[config.mk]
export PLATFORM = sky130hd
export DESIGN_NAME = rgb_led_pwm_color_controller_top_flat
export DESIGN_NICKNAME = d
export VERILOG_FILES = /design/src/hw/rtl/rgbpwm_pkg.sv /design/src/hw/rtl/rgbpwm_in_if.sv /design/src/hw/rtl/rgbpwm_out_if.sv /design/src/hw/rtl/rgbpwm_core.sv /design/src/hw/rtl/rgb_led_pwm_color_controller_top.sv /design/src/flat_wrapper.sv
export SDC_FILE = /design/constraint.sdc
export NUM_CORES = 1
export LEC_CHECK = 0
export BUFFER_PORTS_ARGS = -buffer_cell sky130_fd_sc_hd__buf_4
export CORE_AREA = 2 2 118 206
export CTS_CLUSTER_DIAMETER = 40
export DETAILED_ROUTE_END_ITERATION = 8
export DIE_AREA = 0 0 120 208
export GPL_TIMING_DRIVEN = 0
export HOLD_SLACK_MARGIN = 0.15
export PLACE_DENSITY = 0.64
export SLEW_MARGIN = 25
export SYNTH_ARGS = -nofsm -noshare
export SYNTH_HDL_FRONTEND = slang
export SYNTH_HIERARCHICAL = 1
export SYNTH_SLANG_ARGS = --single-unit
[constraint.sdc]
create_clock -name clk -period 5.4 [get_ports clk]
set_input_delay 0 -clock clk [delete_from_list [all_inputs] [get_ports clk]]
set_output_delay 0 -clock clk [all_outputs]
set_load 0.005 [all_outputs]
[src/hw/rtl/rgbpwm_pkg.sv]
`timescale 1ns / 1ps

package rgbpwm_pkg;

    localparam logic [1:0] ACT_TICK    = 2'd0;
    localparam logic [1:0] ACT_BUTTON  = 2'd1;
    localparam logic [1:0] ACT_COMMAND = 2'd2;

    localparam logic [31:0] DEBOUNCE_RESET = 32'd125000;
    localparam logic [1:0]  STEP_RESET     = 2'd2;
    localparam logic [1:0]  STEP_RED       = 2'd0;
    localparam logic [1:0]  STEP_GREEN     = 2'd1;
    localparam logic [1:0]  STEP_LAST      = 2'd2;

    localparam logic [7:0] CHAR_ZERO = 8'h30;
    localparam logic [7:0] CHAR_NINE = 8'h39;

    localparam logic [7:0] DUTY_FULL = 8'd255;
    localparam logic [7:0] DUTY_HALF = 8'd128;
    localparam logic [7:0] DUTY_OFF  = 8'd0;

    typedef struct packed {
        logic [7:0] red;
        logic [7:0] green;
        logic [7:0] blue;
    } duty_t;

    typedef struct packed {
        logic red;
        logic green;
        logic blue;
    } led_t;

    typedef struct packed {
        logic [7:0]  phase;
        logic [31:0] tick_count;
        logic [31:0] last_press;
        logic [1:0]  colour_step;
        duty_t       duty;
    } state_t;

    function automatic duty_t preset_duty(input logic [3:0] k);
        duty_t d;
        case (k)
            4'd0:    d = '{DUTY_OFF,  DUTY_OFF,  DUTY_OFF};
            4'd1:    d = '{DUTY_FULL, DUTY_OFF,  DUTY_OFF};
            4'd2:    d = '{DUTY_OFF,  DUTY_FULL, DUTY_OFF};
            4'd3:    d = '{DUTY_OFF,  DUTY_OFF,  DUTY_FULL};
            4'd4:    d = '{DUTY_FULL, DUTY_FULL, DUTY_OFF};
            4'd5:    d = '{DUTY_OFF,  DUTY_FULL, DUTY_FULL};
            4'd6:    d = '{DUTY_FULL, DUTY_OFF,  DUTY_FULL};
            4'd7:    d = '{DUTY_FULL, DUTY_FULL, DUTY_FULL};
            4'd8:    d = '{DUTY_FULL, DUTY_HALF, DUTY_OFF};
            4'd9:    d = '{DUTY_HALF, DUTY_OFF,  DUTY_HALF};
            default: d = '{DUTY_OFF,  DUTY_OFF,  DUTY_OFF};
        endcase
        return d;
    endfunction

    function automatic duty_t step_duty(input logic [1:0] step);
        duty_t d;
        case (step)
            STEP_RED:   d = '{DUTY_FULL, DUTY_OFF,  DUTY_OFF};
            STEP_GREEN: d = '{DUTY_OFF,  DUTY_FULL, DUTY_OFF};
            default:    d = '{DUTY_OFF,  DUTY_OFF,  DUTY_FULL};
        endcase
        return d;
    endfunction

endpackage

[src/hw/rtl/rgbpwm_in_if.sv]
`timescale 1ns / 1ps

interface rgbpwm_in_if;
    logic       valid;
    logic       ready;
    logic [1:0] action;
    logic [7:0] byte_value;

    modport source (output valid, output action, output byte_value, input ready);
    modport sink (input valid, input action, input byte_value, output ready);
endinterface

[src/hw/rtl/rgbpwm_out_if.sv]
`timescale 1ns / 1ps

interface rgbpwm_out_if;
    logic valid;
    logic ready;
    logic led_red;
    logic led_green;
    logic led_blue;

    modport source (output valid, output led_red, output led_green, output led_blue,
                    input ready);
    modport sink (input valid, input led_red, input led_green, input led_blue,
                  output ready);
endinterface

[src/hw/rtl/rgbpwm_core.sv]
`timescale 1ns / 1ps

module rgbpwm_core (
    input  logic                take,
    input  logic [1:0]          action,
    input  logic [7:0]          byte_value,
    input  logic [31:0]         debounce_ticks,
    input  rgbpwm_pkg::state_t  state,
    output rgbpwm_pkg::state_t  state_next,
    output logic                push,
    output rgbpwm_pkg::led_t    leds
);
    import rgbpwm_pkg::*;

    logic [7:0]  phase_inc;
    logic [31:0] elapsed;
    logic [1:0]  step_inc;
    logic [3:0]  preset_off;
    logic        is_digit;

    assign phase_inc  = state.phase + 8'd1;
    assign elapsed    = state.tick_count - state.last_press;
    assign step_inc   = (state.colour_step >= STEP_LAST) ? STEP_RED
                                                         : state.colour_step + 2'd1;
    assign preset_off = byte_value[3:0] - CHAR_ZERO[3:0];
    assign is_digit   = (byte_value >= CHAR_ZERO) && (byte_value <= CHAR_NINE);

    assign leds.red   = !(phase_inc < state.duty.red);
    assign leds.green = !(phase_inc < state.duty.green);
    assign leds.blue  = !(phase_inc < state.duty.blue);

    always_comb
    begin
        state_next = state;
        push       = 1'b0;
        if (take)
        begin
            case (action)
                ACT_TICK:
                begin
                    state_next.phase      = phase_inc;
                    state_next.tick_count = state.tick_count + 32'd1;
                    push                  = 1'b1;
                end
                ACT_BUTTON:
                begin
                    if (elapsed > debounce_ticks)
                    begin
                        state_next.colour_step = step_inc;
                        state_next.duty        = step_duty(step_inc);
                        state_next.last_press  = state.tick_count;
                    end
                end
                ACT_COMMAND:
                begin
                    if (is_digit)
                    begin
                        state_next.duty = preset_duty(preset_off);
                    end
                end
                default:
                begin
                end
            endcase
        end
    end

endmodule

[src/hw/rtl/rgb_led_pwm_color_controller_top.sv]
`timescale 1ns / 1ps

// Three-channel PWM controller for an RGB LED.
// The item channel carries one action per transfer: a timer tick, a button
// press or a command byte. Every tick transfer advances the PWM phase and
// the tick count and produces one transfer on the result channel with the
// three LED line levels; button and command transfers produce no result.
// Each result is registered in the result register before it is offered.
// The item channel takes one transfer every cycle while the skid register
// is empty, set by the single pass of compare and increment logic between
// the state and result registers. When the receiver stalls, the result
// register holds its value and a skid register catches one further result;
// the item channel then drops ready until the result register drains.
// The debounce setting is written through cfg_wr_en and cfg_wr_data and
// should only change while the block is idle.
// Reset clears the phase, tick count, press time and duties, sets the
// colour step so that the first accepted press gives red, loads the
// default debounce setting and empties both result registers.

module rgb_led_pwm_color_controller_top (
    input  logic        clk,
    input  logic        rst_n,
    input  logic        cfg_wr_en,
    input  logic [31:0] cfg_wr_data,
    rgbpwm_in_if.sink   item,
    rgbpwm_out_if.source result
);
    import rgbpwm_pkg::*;

    state_t      state_reg;
    state_t      state_next;
    logic [31:0] debounce_reg;
    logic        take;
    logic        push;
    led_t        push_leds;
    logic        out_valid_reg;
    led_t        out_reg;
    logic        skid_valid_reg;
    led_t        skid_reg;

    assign item.ready = !skid_valid_reg;
    assign take       = item.valid && item.ready;

    rgbpwm_core u_core (
        .take           (take),
        .action         (item.action),
        .byte_value     (item.byte_value),
        .debounce_ticks (debounce_reg),
        .state          (state_reg),
        .state_next     (state_next),
        .push           (push),
        .leds           (push_leds)
    );

    always_ff @(posedge clk or negedge rst_n)
    begin
        if (!rst_n)
        begin
            debounce_reg <= DEBOUNCE_RESET;
        end
        else if (cfg_wr_en)
        begin
            debounce_reg <= cfg_wr_data;
        end
    end

    always_ff @(posedge clk or negedge rst_n)
    begin
        if (!rst_n)
        begin
            state_reg.phase       <= 8'd0;
            state_reg.tick_count  <= 32'd0;
            state_reg.last_press  <= 32'd0;
            state_reg.colour_step <= STEP_RESET;
            state_reg.duty        <= '{DUTY_OFF, DUTY_OFF, DUTY_OFF};
        end
        else
        begin
            state_reg <= state_next;
        end
    end

    always_ff @(posedge clk or negedge rst_n)
    begin
        if (!rst_n)
        begin
            out_valid_reg  <= 1'b0;
            skid_valid_reg <= 1'b0;
        end
        else if (!out_valid_reg || result.ready)
        begin
            if (skid_valid_reg)
            begin
                out_valid_reg  <= 1'b1;
                skid_valid_reg <= 1'b0;
            end
            else
            begin
                out_valid_reg <= push;
            end
        end
        else if (push)
        begin
            skid_valid_reg <= 1'b1;
        end
    end

    always_ff @(posedge clk)
    begin
        if (!out_valid_reg || result.ready)
        begin
            out_reg <= skid_valid_reg ? skid_reg : push_leds;
        end
        else if (push)
        begin
            skid_reg <= push_leds;
        end
    end

    assign result.valid     = out_valid_reg;
    assign result.led_red   = out_reg.red;
    assign result.led_green = out_reg.green;
    assign result.led_blue  = out_reg.blue;

`ifndef SYNTH
    a_skid_needs_out: assert property (@(posedge clk) disable iff (!rst_n)
        skid_valid_reg |-> out_valid_reg)
        else $error("skid register full while result register empty");

    a_phase_tracks_ticks: assert property (@(posedge clk) disable iff (!rst_n)
        state_reg.phase == state_reg.tick_count[7:0])
        else $error("PWM phase out of step with tick count");

    a_tick_advances: assert property (@(posedge clk) disable iff (!rst_n)
        (take && item.action == ACT_TICK)
        |=> state_reg.phase == 8'($past(state_reg.phase) + 8'd1))
        else $error("tick transfer did not advance the phase");

    a_skid_on_stall: assert property (@(posedge clk) disable iff (!rst_n)
        $rose(skid_valid_reg) |-> $past(out_valid_reg && !result.ready && push))
        else $error("skid register filled without a stalled result");

    a_tick_gives_result: assert property (@(posedge clk) disable iff (!rst_n)
        (take && item.action == ACT_TICK) |=> (out_valid_reg || skid_valid_reg))
        else $error("tick transfer produced no pending result");
`endif

endmodule

[src/flat_wrapper.sv]
// flat-port wrapper written by rule: the top's interface ports become plain ports
module rgb_led_pwm_color_controller_top_flat import rgbpwm_pkg::*;
  (clk, rst_n, cfg_wr_en, cfg_wr_data, item_valid, item_action, item_byte_value, item_ready, result_valid, result_led_red, result_led_green, result_led_blue, result_ready);
  rgbpwm_in_if item_i ();
  rgbpwm_out_if result_i ();
  input  logic clk;
  input  logic rst_n;
  input  logic cfg_wr_en;
  input  logic [31:0] cfg_wr_data;
  input wire logic [$bits(item_i.valid)-1:0] item_valid;
  input wire logic [$bits(item_i.action)-1:0] item_action;
  input wire logic [$bits(item_i.byte_value)-1:0] item_byte_value;
  output wire logic [$bits(item_i.ready)-1:0] item_ready;
  output wire logic [$bits(result_i.valid)-1:0] result_valid;
  output wire logic [$bits(result_i.led_red)-1:0] result_led_red;
  output wire logic [$bits(result_i.led_green)-1:0] result_led_green;
  output wire logic [$bits(result_i.led_blue)-1:0] result_led_blue;
  input wire logic [$bits(result_i.ready)-1:0] result_ready;
  assign item_i.valid = item_valid;
  assign item_i.action = item_action;
  assign item_i.byte_value = item_byte_value;
  assign item_ready = item_i.ready;
  assign result_valid = result_i.valid;
  assign result_led_red = result_i.led_red;
  assign result_led_green = result_i.led_green;
  assign result_led_blue = result_i.led_blue;
  assign result_i.ready = result_ready;
  rgb_led_pwm_color_controller_top u_core (.clk(clk), .rst_n(rst_n), .cfg_wr_en(cfg_wr_en), .cfg_wr_data(cfg_wr_data), .item(item_i), .result(result_i));
endmodule
==> summary.md <==
| Metric | Value |
|---|---|
| Avg Cell Area, Syn | 10.22 um2 |
| Slew Viols, Final | 0 |
| Fillers | 2116 |
| Detailed Place HPWL | approximately 16 mm |
| Fin area | ~0.012 mm2 |
| Yosys reg bits | 138 |
| Area contributors post-synth | dfrtp_1 (34%), ha_1 (12%), mux2_4 (4.9%) |
| List of most frequent post-synthesis cells | dfrtp_1 (124), inv_1 (103), ha_1 (89) |
| Vias per inst | approximately 5.2 |
| Placer Congestion | just under 0.9 |
| Slew headroom | 54.22% |
| CTS tree | built |
| Peak supply drop | approximately 0.31 mV |
| Post-route ant nets | 0 |
| PortBufs | about 50 |
| Simple logic cell fraction of the synthesized area | 12.48% |
| Synth Area in Adders | between 10% and 20% |
| Sequential-to-total area share from yosys stat | 38.07% |
| NumNets Final | about 1200 |
| Final setup violation count | 0 |
| Die height | 208 um |
| Post-DR wirelength/cell | about 16 um |
| Yosys warning count | 6 |
| Syn-to-layout area delta | 25.94% |
| CP Class | reg -> reg |
| DRC | 0 |
| Worst Skew | ~0.011 ns |
| Startpoint types | register |
| Placed instance area | ~0.010 mm2 |
| I/O pins | 52 |
| Arr. time, crit path | 5.58 ns |
| Most common cell in the netlist | dfrtp_1 |
| Final hold vios | 0 |
| CP cell instances | inv_2, ha_4, inv_2, fa_2, a211oi_2, o211a_1, or4_4, a311oi_4, o41a_4, or4_4, and4_4, ha_4, nand4_1, and4bb_2, a211o_1, o22ai_4, or2_1, buf_6, nand3_4, clkbuf_16, mux2_1 |
| Synth Net Count | roughly 1000 |
| Largest net degree at the start of global routing | 78 |
| Met2 wire length | roughly 12 mm |
| Minimum clock period | between 5 and 6 ns |
| Top Layer Used | met4 |
| Share of the synthesized area in the top cell type | between 30 and 40% |
| Final period util | between 90% and 100% |
| Root Buffer | clkbuf_16 |
| Total wire length | approximately 22 mm |
| TritonRoute pass-1 iters | 4 |
| Post-synth EDFFs | 6 |
| Core area | around 0.023 mm2 |
| CTS clk-pin slew, worst paths | around 0.06 ns |
| Critical Path End Type | register |
| Non-filler cells, final | about 1400 |
| Netlist cell types | 77 |
| First-pass GRT wire length | between 30 and 40 mm |
| Final Util | about half |
| Cells after DPL | 1252 |
| CTS max path bufs | 2 |
| Synth area leader | dfrtp_1 |
| Antenna Cells | 0 |
| Mapped Cells | 898 |
| Initial antenna violation count | 0 |
| Routed length on met3 | around 610 um |
| Gr usage total | between 10% and 20% |
| H-tree Lvls | 4 |
| Min-Delay Path Class | in -> reg |
| Vias in the first global route | 7386 |
| Clock Sinks | 138 |
| Grt total ovfl | 0 |
| Status | completed |
| Leakage Power | between 5 and 6 nW |
| Initial Utilization | 39.48% |
| Vias | about 7100 |
| Post-synthesis instance area | around 0.009 mm2 |
| Multi-input gate area | approximately 0.0053 mm2 |
| WP data required | around 5.7 ns |
| FF+latch area | approximately 0.0035 mm2 |
| Actual slew at the worst max-slew pin | 0.6815 ns |
| Async SR Flop Fraction | between 90% and 100% |
| XOR/XNOR Fraction of Synth Area | 6.491% |
| Row count | 74 |
| Total Neg Setup Slack | 0 ns |
| Die width | roughly 120 um |
| Main combinational cell family by area after synthesis | compound AO/OA/AOI/OAI gates |
| CP peak stage delay | roughly 0.53 ns |
| Starting DRT DRC Count | about 280 |
| Critical path peak fanout | 8 |
| Post-Route M1 WL | ~8 mm |
| Most used flip-flop cell after synthesis | dfrtp_1 |
| Pwr dens | 505.2 mW/mm2 |
| Hold_ws | roughly 0.16 ns |
| Max FFs per register | just under 100 |
| Max Clock Freq | 0.1895 GHz |
| Post-synthesis mux area share | approximately a tenth |
| TritonCTS Buffers | 17 |
| Worst-Skew Late Latency | approximately 0.43 ns |
| Synth Area in Compound Gates | 14.05% |
| Die area | 0.02496 mm2 |
| Share of cells above drive strength 1 | between 10% and 20% |
| Max Cap Viol | 0 |
| Slowest library cell on the worst path | o41a_4 |
-- report_power, final --
part	total [mW]	switching [mW]	internal, mW	leakage, nW
Clock	1.16	0.458	0.702	0.283
Combinational	3.32	1.68	1.65	3.44
Sequential	1.35	0.124	1.23	1.78
Total	5.84	2.26	3.58	5.51
-- area by class of cell --
class	count	area share, %
Multi-Input combinational cell	640	45.60
Buffer	16	1.592
Tap cell	304	3.292
Clock inverter	11	1.050
Timing Repair Buffer	136	10.87
Sequential cell	138	30.23
Inverter	104	3.378
Clock buffer	21	3.985
-- repair_timing --
item	4_1_cts	5_1_grt
hold buffers	69	0
resized for setup	7	26
endpoints found under the setup margin	38	53
cloned	0	1
pin swaps	4	16
setup buffers	4	12
endpoints found under the hold margin	168	0
-- cells in the final DEF, fill, tap and decap left out, types with 15 or more instances in the layout --
cell type	instances
a21o_1	15
a21oi_1	51
buf_4	64
clkbuf_16	18
dfrtp_1	124
dlygate4sd3_1	68
ha_1	85
inv_1	101
mux2_1	27
mux2_4	31
nand2_1	59
nand3_1	26
nor2_1	47
o21ai_0	28
xnor2_1	48
xor2_1	20
-- kinds of logic after synthesis --
kind of cell / after synthesis
AO/OA/AOI/OAI: 183
AND/OR/NAND/NOR: 222
flip-flops: 138
multiplexers: 77
XOR/XNOR: 68
buffers and inverters: 120
adder cells (fa/ha/maj): 90
-- final timing paths --
| path | slack [ns] | cells past startpoint | start | to |
|---|---|---|---|---|
| setup / recovery | 0.12 | 21 | u_core/state_reg[58]$_DFF_PN0_ | u_core/state_reg[37]$_DFF_PN0_ |
| hold / removal | 0.16 | 4 | item_byte_value[5] | u_core/state_reg[15]$_DFF_PN0_ |
| setup reg to reg | 0.12 | 21 | u_core/state_reg[58]$_DFF_PN0_ | u_core/state_reg[37]$_DFF_PN0_ |
| hold reg to reg | 0.47 | 1 | u_core/state_reg[16]$_DFF_PN0_ | u_core/state_reg[16]$_DFF_PN0_ |
| max in group asynchronous | 4.26 | 4 | rst_n | u_core/debounce_reg[6]$_DFFE_PN1P_ |
| min in group asynchronous | 0.70 | 3 | rst_n | u_core/debounce_reg[3]$_DFFE_PN1P_ |
-- critical path: cells and delay by family (launching register included) --
kind / cells / cell delay (ns)
AOI/OAI and AO/OA: 6 / 1.71
and+or+nand+nor: 7 / 1.48
DFF: 1 / 0.40
adders and majority gates: 3 / 0.78
muxes: 1 / 0.30
buffers and inverters: 4 / 0.48
-- layer usage --
layer	vias up	track usage (%)
met5	-	0
met4	0	8.763
met3	50	2.851
met2	124	34.46
met1	3437	18.19
li1	3488	-
-- through the flow --
stage / power, mW / setup WS, ns
2_1_floorplan: 3.520 / 0.6446
3_3_place_gp: 4.184 / -0.2368
3_5_place_dp: 4.257 / -0.3067
4_1_cts: 5.631 / 0.002698
5_1_grt: 6.314 / -0.04830
6_report: 5.837 / 0.1235
(Power assumes the default switching activity.)
